==> config.mk <==
export PLATFORM = sky130hd
export DESIGN_NAME = glag_ram
export DESIGN_NICKNAME = d
export VERILOG_FILES = /design/src/design/glag_pkg.sv /design/src/design/glag_ram.sv
export SDC_FILE = /design/constraint.sdc
export NUM_CORES = 2
export LEC_CHECK = 0
export BUFFER_PORTS_ARGS = -buffer_cell sky130_fd_sc_hd__buf_2
export CORE_ASPECT_RATIO = 0.7
export CORE_MARGIN = 5
export CORE_UTILIZATION = 40
export DETAILED_ROUTE_END_ITERATION = 10
export GPL_TIMING_DRIVEN = 1
export SKIP_CTS_REPAIR_TIMING = 1
export SYNTH_ARGS = -nofsm -noshare
export SYNTH_HDL_FRONTEND = slang
export SYNTH_SLANG_ARGS = --single-unit
==> constraint.sdc <==
create_clock -name clk_i -period 7 [get_ports clk_i]
set_clock_uncertainty 0.1 [all_clocks]
set_input_delay 0.35 -clock clk_i [delete_from_list [all_inputs] [get_ports clk_i]]
set_output_delay 0.35 -clock clk_i [all_outputs]
set_load 0.01 [all_outputs]
==> src/design/glag_pkg.sv <==
// Shared types, constants and helper functions of the life automaton block.
// No dependencies; glag_row, glag_ram, the top level and the checker use it.
`timescale 1ns / 1ps

package glag_pkg;

  // Grid geometry
  localparam int MaxRows = 64;
  localparam int MaxCols = 64;
  localparam int AddrW   = $clog2(MaxRows);
  localparam int CntW    = $clog2(MaxRows + 1);
  localparam int WidthW  = 7;
  localparam int GenW    = 16;
  localparam int CfgIdxW = 2;
  localparam int CfgDataW = 16;

  typedef logic [MaxCols-1:0] row_t;
  typedef logic [AddrW-1:0]   addr_t;

  // Configuration register indexes
  localparam logic [CfgIdxW-1:0] CfgGenerations = 2'd0;
  localparam logic [CfgIdxW-1:0] CfgRowWidth    = 2'd1;

  // Sequencer states
  typedef enum logic [2:0] {
    StLoad,
    StPrime,
    StFetch,
    StSweep,
    StEmitPrime,
    StEmit
  } glag_state_e;

  // Grid memory write port
  typedef struct packed {
    logic  en;
    addr_t addr;
    row_t  data;
  } ram_wr_t;

  // Grid memory read port
  typedef struct packed {
    logic  en;
    addr_t addr;
  } ram_rd_t;

  // Columns below the effective width are live, the rest read as dead.
  function automatic row_t width_mask(input logic [WidthW-1:0] w);
    row_t m;
    m = '0;
    for (int c = 0; c < MaxCols; c++) begin
      m[c] = (WidthW'(c) < w);
    end
    return m;
  endfunction

endpackage

==> src/design/glag_ram.sv <==
// Grid memory: one write port and one enabled read port with registered data.
// Depends on glag_pkg (ram_wr_t, ram_rd_t, row_t, MaxRows).
`timescale 1ns / 1ps

module glag_ram (
  input  logic              clk_i,
  input  glag_pkg::ram_wr_t wr_i,
  input  glag_pkg::ram_rd_t rd_i,
  output glag_pkg::row_t    rdata_o
);
  import glag_pkg::*;

  row_t mem [MaxRows];
  row_t rdata_q;

  // Write port
  always_ff @(posedge clk_i) begin
    if (wr_i.en) begin
      mem[wr_i.addr] <= wr_i.data;
    end
  end

  // Read port, data holds while not enabled
  always_ff @(posedge clk_i) begin
    if (rd_i.en) begin
      rdata_q <= mem[rd_i.addr];
    end
  end

  assign rdata_o = rdata_q;

endmodule

### Yosys cells after proc, flatten, opt, wreduce, memory -nomap -nowiden

Memories as Yosys holds them, arrays and structs flattened. A register that Yosys moved wholly into a read port is not among the register bits.
Index checks and enable logic that the tools add are counted.

| cells by class | value |
|---|---|
| multiplexer cells | 2 |

Operators with widths:

| operator | count |
|---|---|
| two-way mux 1 bit | 2 |

| word-level totals | value |
|---|---|
| flip-flop bits (word level) | 0 |
| RAM bits | 4,096 |
| input port bits | 79 |
| output and inout bits | 64 |
| logic and storage cells | 3 |
| memories | 1 |

Memory list:

| name | depth | width | read ports | clocked after memory_dff | write ports | line | source |
|---|---|---|---|---|---|---|---|
| mem | 64 | 64 | 1 | 1 | 1 | glag_ram.sv:13 | `row_t mem [MaxRows];` |

### Longest topological paths before layout

| depth | value |
|---|---|
| depth in word-level cells | 2 |
| gate-level depth with buffers | 9 |
| mapped depth without buffers | 5 |

### Least setup slack after synthesis

Ideal clock, no wire load.

| path | value |
|---|---|
| path type | input port to flip-flop |
| start | input port wr_i[67] (netlist name) |
| end | memory mem[48][0] (netlist name), enable pin |
| library setup time | 0.564 ns |
| arrival | 5.222 ns |
| required time | 6.336 ns |
| setup slack | 1.114 ns |
| stages | 4 |
| path buffers | 1 |
| cell sequence | clkbuf_1 nor2b_1 nand4b_1 nor3_1 |

RTL lines:

| item | line | source |
|---|---|---|
| start, declared | glag_ram.sv:7 | `input glag_pkg::ram_wr_t wr_i,` |
| end, declared | glag_ram.sv:13 |  |

No word-level cell before the write port.

==> metrics.md <==
| Metric | Value |
|---|---|
| Placed cell area | between 0.15 and 0.2 mm^2 |
| CTS root buf | clkbuf_16 |
| Final Hold Fails | 0 |
| Top post-synthesis cells by area | edfxtp_1 (80%), mux4_2 (15%), mux2i_1 (0.86%) |
| Async set-reset flop share out of synthesis | 0% |
| Detailed Place HPWL | 238 mm |
| Average size of a mapped cell | about 24 um^2 |
| Worst min path class | in -> reg |
| Io pins | 143 |
| CTS Buf Count | about 380 |
| Width of the die | roughly 760 um |
| IO Port Bufs | 142 |
| Worst Tran Pin Value | 1.27 ns |
| Die Area | 0.405 mm^2 |
| Routed Antenna Nets | 0 |
| Outcome | complete, no violations |
| GPL Wtd Cong | roughly 0.77 |
| Reg-to-Reg Start | mem[62][45] |
| Total grt overflow | 0 |
| Max Fclk | 0.327 GHz |
| RSZ-0062 raised after global routing | false |
| P&R area growth vs syn | 12.9% |
| # setup viols final | 0 |
| Startpoint types | primary input |
| Clock slew at reported path FFs | ~0.06 ns |
| Layout cell share with drive strength beyond 1 | 27.6% |
| Skew-Pair Late Insertion Delay | roughly 0.95 ns |
| Max cap viols | 0 |
| Starting density of the core | around 40% |
| Netlist cell types | 32 |
| Pleak | between 50 and 60 nW |
| Synth Register Bits | roughly 4200 |
| Yosys warnings | 0 |
| Power per cell area | between 200 and 300 mW/mm^2 |
| Final nets | 7040 |
| Final period util | about 44% |
| Worst vdd rail ir drop | between 0.2 and 0.25 mV |
| Number of flops mapped to enable cells by yosys | 4160 |
| CP dominant cell by count | buf_12 |
| Met2 wire length | around 200 mm |
| Initial antenna violation count | 54 |
| M1 WL | slightly below 200 mm |
| Clock Path Buffers | 4 |
| Core area | approximately 0.4 mm^2 |
| Post-route cell area | ~0.18 mm^2 |
| Met3 wire len | just over 50 mm |
| Most used DFF post-synth | edfxtp_1 |
| CTS Sinks | 4160 |
| Uppermost layer routed | met5 |
| Crit-path cells | buf_12, buf_12, buf_4, mux4_2, a22o_1, nor2_1, a211oi_1 |
| Final WS setup | 3.94 ns |
| Post-synth top area cell | edfxtp_1 |
| Gr usage total | 22.4% |
| Syn Inst Count | about 6600 |
| Mapped cell area | between 0.15 and 0.2 mm^2 |
| DRC viols | 0 |
| First-pass GRT wire length | about 630 mm |
| H-tree depth | 5 |
| Worst reg2reg path depth | 5 |
| Critical R2R Capture | rdata_o[45] |
| Row count | around 190 |
| CTS tree | done |
| Vias in the first global route | 75322 |
| WP data required | 7.52 ns |
| Seq/Total Area, Yosys | 79.6% |
| Post-synth top cells | edfxtp_1 (4160), mux4_2 (1024), buf_2 (170) |
| Vias/cell | 6.18 |
| Worst EP arrival | around 3.6 ns |
| Drt first pass iters | 6 |
| Largest net degree at the start of global routing | 101 |
| Max Slew Vio Count | 0 |
| Setup crit start | rd_i[0] |
| Crit path to | rdata_o[39] |
| Yosys top cell area share | between 70% and 80% |
| Vias | between 70000 and 80000 |
| Worst path max stage delay | 0.79 ns |
| Crit end category | flop |
| TNS Setup | 0 ns |
| Initial DRC count | 11697 |
| Average wire per standard cell | between 30 and 40 um |
| Most frequent cell after synthesis | edfxtp_1 |
| Slowest CP cell | buf_4 |
| Routed wire length | roughly 460 mm |
| Placement Setup Slack | ~3.0 ns |
| Critical path class | in -> reg |
| FF-to-FF setup slack | 4.47 ns |
| Min cycle time layout | 3.06 ns |
| Syn_nets | around 6700 |
| Max-slew headroom | about 15% |
| Die H | 534 um |
| CP max FO | 66 |
[layer usage]
| layer | GRT usage (%) | vias to the layer above |
|---|---|---|
| met1 | 34.7 | 42558 |
| met5 | 0 | - |
| met4 | 5.60 | 20 |
| met2 | 32.6 | 4815 |
| li1 | - | 29275 |
| met3 | 4.63 | 682 |
[sequential cells by signal, indices dropped and copies added (netlist names)]
name and cells:
mem 4096, rdata_o 64
[how the worst min path moves through the flow]
stage / endpoint / depth (start not counted) / startpoint / slack, ns
2_1_floorplan: mem[0][0] / 0 / wr_i[0] / 0.35
3_3_place_gp: rdata_o[14] / 1 / rdata_o[14] / 0.74
3_5_place_dp: rdata_o[14] / 1 / rdata_o[14] / 0.74
4_1_cts: rdata_o[11] / 1 / rd_i[6] / -0.21
5_1_grt: mem[55][16] / 3 / wr_i[66] / 0.04
6_report: mem[20][12] / 1 / wr_i[12] / 0.04
[logic make-up after synthesis]
group	after synthesis	share of synthesized area, %
flip-flops	4160	79.6
AO/OA/AOI/OAI	504	2.47
buffers and inverters	389	1.18
multiplexers	1159	15.6
AND/OR/NAND/NOR	386	1.23
[power breakdown]
part | internal (mW) | total [mW] | switching [mW]
sequential | 27.6 | 27.8 | 0.113
clock | 11.5 | 20.7 | 9.23
combinational | 0.836 | 2.35 | 1.51
total | 39.9 | 50.8 | 10.9
[placed cells by master, fill, tap and decap left out, types with 16 or more instances in the layout]
| cell type | n |
|---|---|
| a31oi_1 | 18 |
| o22ai_1 | 83 |
| clkinv_2 | 67 |
| clkinv_1 | 85 |
| edfxtp_1 | 4160 |
| clkbuf_16 | 391 |
| buf_4 | 175 |
| nor2_1 | 47 |
| diode_2 | 16 |
| a211oi_1 | 63 |
| clkinvlp_4 | 17 |
| mux2i_1 | 135 |
| a22oi_1 | 168 |
| or3_1 | 29 |
| nand3_1 | 45 |
| mux4_2 | 1024 |
| a22o_1 | 88 |
| buf_2 | 138 |
| buf_12 | 31 |
| nand2_1 | 55 |
| nor2_4 | 65 |
| a41oi_1 | 26 |
| or2_2 | 28 |
| nor2b_1 | 24 |
| o221ai_1 | 38 |
| and3_1 | 64 |
| bufinv_16 | 32 |
| clkbuf_1 | 78 |
| a2bb2oi_1 | 19 |
| inv_1 | 19 |
[through the flow]
| stage | util (%) | power, mW | instances | hold slack, ns |
|---|---|---|---|---|
| finish | 45.3 | 50.8 | 12523 | 0.0432 |
| global route | 45.3 | 52.3 | 12510 | 0.0397 |
| CTS | 45.3 | 51.1 | 12506 | -0.206 |
| detailed placement | 42.2 | 30.7 | 11812 | 0.738 |
| global placement | 42.2 | 30.6 | 11812 | 0.741 |
| floorplan | - | 29.5 | 6598 | 0.349 |
[critical path: cells and delay by family]
kind,cells,cell delay (ns)
AOI/OAI and AO/OA,2,0.38
buffers and inverters,3,1.61
muxes,1,0.59
and+or+nand+nor,1,0.41
[layout make-up]
class	instances	area, um^2
Sequential cell	4160	125000
Clock buffer	469	10100
Antenna cell	16	40.0
Timing Repair Buffer	347	2670
Clock inverter	225	2070
Fill cell	32109	214000
Multi-Input combinational cell	2049	30800
Inverter	19	71.3
Tap cell	5238	6550
Note: power is estimated with default switching activity, not from simulation.
