`src/design/glag_pkg.sv`:
```
// Shared types, constants and helper functions of the life automaton block.
// No dependencies; glag_row, glag_ram, the top level and the checker use it.
`timescale 1ns / 1ps

package glag_pkg;

  // Grid geometry
  localparam int MaxRows = 64;
  localparam int MaxCols = 64;
  localparam int AddrW   = $clog2(MaxRows);
  localparam int CntW    = $clog2(MaxRows + 1);
  localparam int WidthW  = 7;
  localparam int GenW    = 16;
  localparam int CfgIdxW = 2;
  localparam int CfgDataW = 16;

  typedef logic [MaxCols-1:0] row_t;
  typedef logic [AddrW-1:0]   addr_t;

  // Configuration register indexes
  localparam logic [CfgIdxW-1:0] CfgGenerations = 2'd0;
  localparam logic [CfgIdxW-1:0] CfgRowWidth    = 2'd1;

  // Sequencer states
  typedef enum logic [2:0] {
    StLoad,
    StPrime,
    StFetch,
    StSweep,
    StEmitPrime,
    StEmit
  } glag_state_e;

  // Grid memory write port
  typedef struct packed {
    logic  en;
    addr_t addr;
    row_t  data;
  } ram_wr_t;

  // Grid memory read port
  typedef struct packed {
    logic  en;
    addr_t addr;
  } ram_rd_t;

  // Columns below the effective width are live, the rest read as dead.
  function automatic row_t width_mask(input logic [WidthW-1:0] w);
    row_t m;
    m = '0;
    for (int c = 0; c < MaxCols; c++) begin
      m[c] = (WidthW'(c) < w);
    end
    return m;
  endfunction

endpackage

```
`src/design/glag_cell.sv`:
```
// One cell lane: counts the eight neighbors and applies the B3/S23 rule.
// Does not depend on glag_pkg; no types needed.
`timescale 1ns / 1ps

module glag_cell (
  input  logic [7:0] nbr_i,
  input  logic       alive_i,
  output logic       next_o
);

  logic [3:0] cnt;

  // Count live neighbors
  always_comb begin
    cnt = '0;
    for (int i = 0; i < 8; i++) begin
      cnt = cnt + 4'(nbr_i[i]);
    end
  end

  // Born on three, survive on two or three
  assign next_o = (cnt == 4'd3) || ((cnt == 4'd2) && alive_i);

endmodule

```
`src/design/glag_row.sv`:
```
// Row update: one cell lane per column, then merge the lane results under the width mask.
// Depends on glag_pkg (row_t, MaxCols) and glag_cell.
`timescale 1ns / 1ps

module glag_row (
  input  glag_pkg::row_t up_i,
  input  glag_pkg::row_t cur_i,
  input  glag_pkg::row_t down_i,
  input  glag_pkg::row_t mask_i,
  output glag_pkg::row_t next_o
);
  import glag_pkg::*;

  row_t up_l, up_r, cur_l, cur_r, dn_l, dn_r;
  row_t lane_out;

  // Shift neighbor rows; dead cells enter at the edges
  assign up_l  = up_i << 1;
  assign up_r  = up_i >> 1;
  assign cur_l = cur_i << 1;
  assign cur_r = cur_i >> 1;
  assign dn_l  = down_i << 1;
  assign dn_r  = down_i >> 1;

  // One lane per column
  for (genvar c = 0; c < MaxCols; c++) begin : g_lane
    glag_cell u_cell (
      .nbr_i   ({up_l[c], up_i[c], up_r[c], cur_l[c], cur_r[c],
                 dn_l[c], down_i[c], dn_r[c]}),
      .alive_i (cur_i[c]),
      .next_o  (lane_out[c])
    );
  end

  // Merge lanes, drop columns beyond the width
  assign next_o = lane_out & mask_i;

endmodule

```
`config.mk`:
```
export PLATFORM = sky130hd
export DESIGN_NAME = glag_row
export DESIGN_NICKNAME = d
export VERILOG_FILES = /design/src/design/glag_pkg.sv /design/src/design/glag_cell.sv /design/src/design/glag_row.sv
export SDC_FILE = /design/constraint.sdc
export NUM_CORES = 1
export LEC_CHECK = 0
export BUFFER_PORTS_ARGS = -buffer_cell sky130_fd_sc_hd__buf_2
export CORE_ASPECT_RATIO = 0.5
export CORE_MARGIN = 2
export CORE_UTILIZATION = 45
export DETAILED_ROUTE_END_ITERATION = 12
export PLACE_DENSITY = 0.79
export SLEW_MARGIN = 10
export SYNTH_ARGS = -nofsm -noshare
export SYNTH_HDL_FRONTEND = slang
export SYNTH_SLANG_ARGS = --single-unit
export TNS_END_PERCENT = 100
```
`constraint.sdc`:
```
create_clock -name vclk -period 4.4
set_clock_uncertainty 0.2 [all_clocks]
set_input_delay 0.22 -clock vclk [all_inputs]
set_output_delay 0.22 -clock vclk [all_outputs]
set_load 0.05 [all_outputs]
```
## Word level (Yosys, flattened, before mapping)

Index checks and enable logic that the tools add are counted.

| storage, ports and cells | value |
|---|---|
| register bits after elaboration | 0 |
| input bits | 256 |
| output and inout bits | 64 |
| logic and storage cells | 698 |

| operators by class | value |
|---|---|
| add/sub/neg operators | 441 |
| equality and inequality tests | 128 |
| bitwise logic cells | 1 |
| reduce and logical (&&, ||, !) cells | 128 |

Operator list:

| operator | number |
|---|---|
| $add A4 B1 Y4 | 378 |
| $eq A4 B2 Y1 const B | 128 |
| $add A1 B1 Y2 | 63 |
| $and A64 B64 Y64 | 1 |
| $logic_and A1 B1 Y1 | 64 |
| $logic_or A1 B1 Y1 | 64 |

## Longest topological paths before layout

Gate-level depths: netlist (run 1).

| logic depth | value |
|---|---|
| depth after elaboration | 11 |
| gate-level depth with buffers | 11 |
| mapped depth without buffers | 11 |

## By module

Synthesis (run 1) repeated with hierarchy kept, for this count alone.

| second synthesis, totals | value |
|---|---|
| cells, all modules | 1537 |
| area total of the unflattened synthesis | 12781.0 um^2 |

By module, submodules not included:

| module | times used | cells an instance | area each (um^2) |
|---|---|---|---|
| glag_cell at g_lane[0].u_cell ... | 35 | 23 | 200.2 |
| glag_cell at g_lane[24].u_cell ... | 29 | 23 | 185.2 |
| glag_row | 1 | 65 | 404.1 |

## Worst setup path before layout (run 1)

OpenSTA, ideal clock, no wires.

| timing path | value |
|---|---|
| path type | in2out |
| start | input down_i[23] |
| end | output next_o[23] |
| arrival time | 3532 ps |
| required time | 3980 ps |
| slack | 448 ps |
| cell stages on the path | 10 |
| path buffers | 0 |
| path through | ha_1 -> inv_1 -> fa_1 -> fa_1 -> inv_1 -> fa_1 -> inv_1 -> fa_1 -> nand2b_1 -> a2111oi_2 |

| between the ends | value |
|---|---|
| cells in the longest elaborated chain, start to end | 11 |

Ends and longest elaborated chain:

| item | RTL line | RTL |
|---|---|---|
| start, declared | glag_row.sv:8 | `input glag_pkg::row_t down_i,` |
| $add A1 B1 Y2 * | glag_cell.sv:17 | `cnt = cnt + 4'(nbr_i[i]);` |
| $add A4 B1 Y4 * (6 in series) | glag_cell.sv:17 |  |
| $eq A4 B2 Y1 | glag_cell.sv:22 | `assign next_o = (cnt == 4'd3) \|\| ((cnt == 4'd2) && alive_i);` |
| $logic_and A1 B1 Y1 | glag_cell.sv:22 |  |
| $logic_or A1 B1 Y1 * | glag_cell.sv:22 |  |
| $and A64 B64 Y64 * | glag_row.sv:36 | `assign next_o = lane_out & mask_i;` |
| end, declared | glag_row.sv:10 | `output glag_pkg::row_t next_o` |

Mark *: on every way between the ends. The rest lies on a longest branch, timed or not.

## Final worst setup path (run 1)

| timing path | value |
|---|---|
| start | input down_i[45] |
| end | output next_o[45] |

Same word-level chain as after synthesis.

==> metrics.md, run 1 <==
| Metric | Value |
|---|---|
| Run status | complete, no violations |
| Global-route wire length before repair | 45.1 mm |
| CP Cell Sequence | buf_2 -> ha_1 -> inv_1 -> fa_1 -> fa_1 -> inv_1 -> fa_1 -> inv_1 -> fa_1 -> nand2b_1 -> a2111oi_2 -> buf_2 |
| First-pass DRT Iterations | 4 |
| Die W | ~230 um |
| Max Freq | 0.264 GHz |
| Worst-path fanout max | 3 |
| Setup violations, final | 0 |
| GRT Overall Usage | 0.196 |
| Warnings from Yosys | 0 |
| Hold buffer count at cts | 0 |
| Relative slew slack | 0.775 |
| CP Launch Type | primary input |
| Tot Pwr | 3.00 mW |
| I/O pin count | 320 |
| Post-route ant nets | 0 |
| Nets@finish | 2388 |
| Final critical-path required period | approximately 3.8 ns |
| Via count | 9448 |
| Fin crit share | 0.861 |
| Clock share of power | 0 |
| Placed insts | between 2000 and 2500 |
| Logic pwr share | 1.000 |
| Initial antenna violation count | 2 |
| Chip height | about 120 um |
| Estimated wirelength of the detail-placed design | 25.8 mm |
| Synth Area per Inst | slightly below 9 um2 |
| Final WS setup | 0.614 ns |
| Leak | 8.48 nW |
| Type of the worst setup path | primary input to primary output |
| Initial Util | 0.464 |
| Slowest stage delay, CP | between 0.4 and 0.5 ns |
| # DRC | 0 |
| Arrival time worst endpoint | around 3.4 ns |
| Die Footprint | 27700 um2 |
| Vias per inst | 4.64 |
| Num rows | 41 |
| Final Hold Viols | 0 |
| Switching power | 1.79 mW |
| Mapped cell area | roughly 12000 um2 |
| Filler instances | 2370 |
| Post_cts resized | 0 |
| 1st-iter DRT viols | 223 |
| Sequential Power Share | 0 |
| # clk buffers | 0 |
| Area grow syn2layout | 17.2% |
| Utilization after layout | 0.544 |
| Core Footprint | about 26000 um2 |
| Worst hold-check path type | primary input to primary output |
| Post-CTS Setup Repair Bufs | 0 |
| Cells after Synth | 1369 |
| Post-synthesis net count | 2066 |
| Vias in the first global route | 10200 |
| DR WL met3 | 931 um |
| Total wire length | around 26 mm |
| Most common cell after layout, fill and taps aside | inv_1 |
| Int Pwr | 1.21 mW |
| Commonest non-fill, non-tap cells in the layout | 584 x inv_1, 320 x buf_2, 252 x fa_1 |
| Maximum vdd drop | 0.114 mV |
| Sequential cell area fraction in the yosys report | 0 |
| Final slew viol count | 0 |
| Worst slew pin tran | 0.337 ns |
| Total gr overflow | 0 |
| Pwr dens | 216 nW/um2 |
| Cell Area, Placed | 13900 um2 |
| Largest net degree at the start of global routing | 4 |
| Seq cells | 0 |
| Met1 wire length | between 10 and 15 mm |
| Sequential cell area | 0 um2 |
| Most frequent CP cell | fa_1 |
| Routed wire per std cell | ~13 um |
| Reported max-cap violation count | 0 |
| Hold WS | 0.619 ns |
| RSZ-0062 raised after global routing | no |
| Finished Cell Area | 13900 um2 |
| Yosys cell types | 17 |
| Routability congestion estimate | 0.897 |
| Met2 WL post-DR | 14.4 mm |
| Fraction of layout cells with a size suffix above 1 | 0.217 |
| Cell with the largest stage delay on the worst path | fa_1 |
| Crit path capture type | primary output |
| TNS Setup | 0 ns |
| Top Layer Used | met4 |
| Dpl ws | about 0.60 ns |
| Switch share | 0.597 |
| IO buf count | 320 |
| Required time of the worst setup path | between 3 and 4 ns |
| Fin cells | 2036 |
[routing by layer]
layer,GRT usage,vias to the layer above
met4,0.0313,0
met1,0.229,4612
met5,0,-
li1,-,4656
met2,0.390,150
met3,0.0188,30
[path summary, 6_finish.rpt]
check                 startpoint    endpoint  cells after the start
worst max-delay path  down_i[45]  next_o[45]                     12
worst min-delay path  mask_i[63]  next_o[63]                      4
[synthesized netlist by cell type]
| cell | number | area (um2) |
|---|---|---|
| nand2_1 | 48 | 180 |
| nor2_1 | 84 | 315 |
| nor3_1 | 2 | 10.0 |
| a31oi_1 | 46 | 288 |
| a211o_1 | 8 | 70.1 |
| a2111oi_2 | 10 | 150 |
| o221ai_1 | 8 | 70.1 |
| nor2b_1 | 44 | 275 |
| ha_1 | 189 | 2360 |
| inv_1 | 584 | 2190 |
| fa_1 | 252 | 5040 |
| a21oi_2 | 1 | 8.76 |
| a21oi_1 | 23 | 115 |
| nand2b_1 | 18 | 113 |
| o211ai_1 | 8 | 60.1 |
| nand3b_1 | 8 | 60.1 |
| nor4b_2 | 36 | 541 |
[cells by family (layout without fill, tap and decap cells)]
group                    after synthesis  in the layout  share of synthesized area
adder cells (fa/ha/maj)              441            441                      0.625
other                                  0              3                          0
AND/OR/NAND/NOR                      240            240                      0.126
buffers and inverters                584            904                      0.185
AO/OA/AOI/OAI                        104            104                     0.0643
[worst max-delay path: cells and delay by family]
family / cells / cell delay, ns
simple gates: 1 / 0.17
buf+inv: 5 / 0.65
fa+ha+maj: 5 / 1.98
compound gates: 1 / 0.34
[area by class of cell]
class	count	area, um2	area share
Timing Repair Buffer	320	1600	0.115
Multi-Input combinational cell	785	9670	0.696
Tap cell	344	430	0.0310
Antenna cell	3	7.51	0.000540
Inverter	584	2190	0.158
[power groups by stage]
stage,Sequential (mW),Clock [mW],Combinational (mW)
global placement,0,0,2.89
detailed placement,0,0,3.03
global route,0,0.0000000304,3.47
floorplan,0,0,2.28
CTS,0,0,3.05
finish,0,0.0000000914,3.00
Note: power is estimated with default switching activity, not from simulation.
==> run 2: changes to the inputs <==
- PLACE_DENSITY: 0.79 -> 0.7
==> run 2 against run 1 <==
First-iteration DRC count fell by 7.6%; largest cell class unchanged; setup slack improved by 0.038 ns; critical endpoint is now next_o[47]; hold slack improved by 0.0030 ns; critical path type unchanged; combinational power barely moved; via count fell by 2.3%; wire length fell by 2.4%; core utilization barely moved.
==> metrics.md, run 2 (synthesized netlist as in run 1, its figures left out) <==
| Metric | Value |
|---|---|
| Run status | complete, no violations |
| Routed wire per std cell | 12.6 um (-2.5%) |
| Initial antenna violation count | 5 (+3) |
| 1st-iter DRT viols | 206 (-7.6%) |
| IO buf count | 320 (unchanged) |
| Via count | 9234 (-2.3%) |
| TNS Setup | 0 ns (unchanged) |
| Logic pwr share | 1.000 (about the same) |
| Final slew viol count | 0 (unchanged) |
| Filler instances | 2492 (+5.1%) |
| Final WS setup | 0.652 ns (+0.0382 ns) |
| Dpl ws | 0.634 ns (+0.0308 ns) |
| Setup violations, final | 0 (unchanged) |
| Final critical-path required period | 3.75 ns (-0.0382 ns) |
| # DRC | 0 (unchanged) |
| Fraction of layout cells with a size suffix above 1 | 0.217 (unchanged) |
| Relative slew slack | 0.758 (-0.0171) |
| Post-CTS Setup Repair Bufs | 0 (unchanged) |
| Nets@finish | 2388 (unchanged) |
| Die Footprint | 27700 um2 (unchanged) |
| # clk buffers | 0 (unchanged) |
| Top Layer Used | met4 |
| GRT Overall Usage | 0.189 (-0.00686) |
| Most common cell after layout, fill and taps aside | inv_1 |
| Max Freq | 0.267 GHz (+1.0%) |
| Hold buffer count at cts | 0 (unchanged) |
| Initial Util | 0.464 (unchanged) |
| Total wire length | 25.7 mm (-2.4%) |
| Crit path capture type | primary output |
| Post-route ant nets | 0 (unchanged) |
| Estimated wirelength of the detail-placed design | 25.1 mm (-2.9%) |
| Vias per inst | 4.53 (-2.4%) |
| Core Footprint | 25500 um2 (unchanged) |
| Switching power | 1.77 mW (-1.4%) |
| Sequential cell area | 0 um2 (unchanged) |
| Largest net degree at the start of global routing | 4 (unchanged) |
| Die W | 234 um (unchanged) |
| Required time of the worst setup path | 3.98 ns (about the same) |
| Routability congestion estimate | 0.862 (-3.9%) |
| Vias in the first global route | 9607 (-5.5%) |
| Fin crit share | 0.852 (-0.00868) |
| Num rows | 41 (unchanged) |
| Final Hold Viols | 0 (unchanged) |
| I/O pin count | 320 (unchanged) |
| Clock share of power | 0 (unchanged) |
| Post_cts resized | 0 (unchanged) |
| Hold WS | 0.622 ns (+0.00298 ns) |
| Worst hold-check path type | primary input to primary output |
| Worst-path fanout max | 3 (unchanged) |
| Worst slew pin tran | 0.363 ns (+0.0256 ns) |
| Chip height | 119 um (unchanged) |
| Reported max-cap violation count | 0 (unchanged) |
| Commonest non-fill, non-tap cells in the layout | 584 x inv_1, 320 x buf_2, 252 x fa_1 |
| Type of the worst setup path | primary input to primary output |
| Arrival time worst endpoint | 3.33 ns (-0.04 ns) |
| Met2 WL post-DR | 13.7 mm (-5.0%) |
| First-pass DRT Iterations | 4 (unchanged) |
| Seq cells | 0 (unchanged) |
| Leak | 8.48 nW (about the same) |
| RSZ-0062 raised after global routing | no |
| Pwr dens | 213 nW/um2 (-1.2%) |
| CP Launch Type | primary input |
| Int Pwr | 1.20 mW (-0.72%) |
| Maximum vdd drop | 0.104 mV (-9.5%) |
| Utilization after layout | 0.544 (about the same) |
| Tot Pwr | 2.97 mW (-1.1%) |
| Met1 wire length | 10.7 mm (+1.8%) |
| Sequential Power Share | 0 (unchanged) |
| Area grow syn2layout | 17.2% (about the same) |
| Global-route wire length before repair | 43.5 mm (-3.5%) |
| Switch share | 0.595 (-0.00174) |
| Total gr overflow | 0 (unchanged) |
| DR WL met3 | 786 um (-16%) |
## run 2: cell type report
cell class | instances | area [um2] | share of cell area
timing repair buffer | 320 | 1600 | 0.115
multi-input combinational | 785 | 9670 | 0.695
antenna | 5 | 12.5 | 0.000900
inverter | 584 | 2190 | 0.158
tap | 344 | 430 | 0.0310
## run 2: critical path, stage by stage
cell       delay, ns
buf_2           0.12
ha_1            0.28
inv_1           0.07
fa_1            0.42
fa_1            0.49
inv_1           0.05
fa_1            0.37
inv_1           0.08
fa_1            0.39
nand2b_1        0.16
a2111oi_2       0.33
buf_2           0.35
## run 2: final timing paths
check	startpoint	endpoint	slack [ns]	cells after the start
max	down_i[47]	next_o[47]	0.65	12
min	mask_i[63]	next_o[63]	0.62	4
## run 2: per-stage QoR
step / instances / instance area [um2]
after floorplan: 1369 / 11900
after global placement: 2033 / 13900
after detailed placement: 2033 / 13900
after CTS: 2033 / 13900
after global routing: 2038 / 13900
final: 2038 / 13900
## run 2: power by group through the flow
stage,Combinational (mW),Clock (mW),Sequential [mW]
floorplan,2.28,0,0
global placement,2.91,0,0
detailed placement,3.00,0,0
CTS,3.01,0,0
global route,3.44,0.000000152,0
finish,2.97,0.000000152,0
## run 2: routing by layer
metal	up-vias	GRT usage
met5	-	0
met4	0	0.0328
met3	27	0.0150
met2	135	0.366
met1	4420	0.230
li1	4652	-
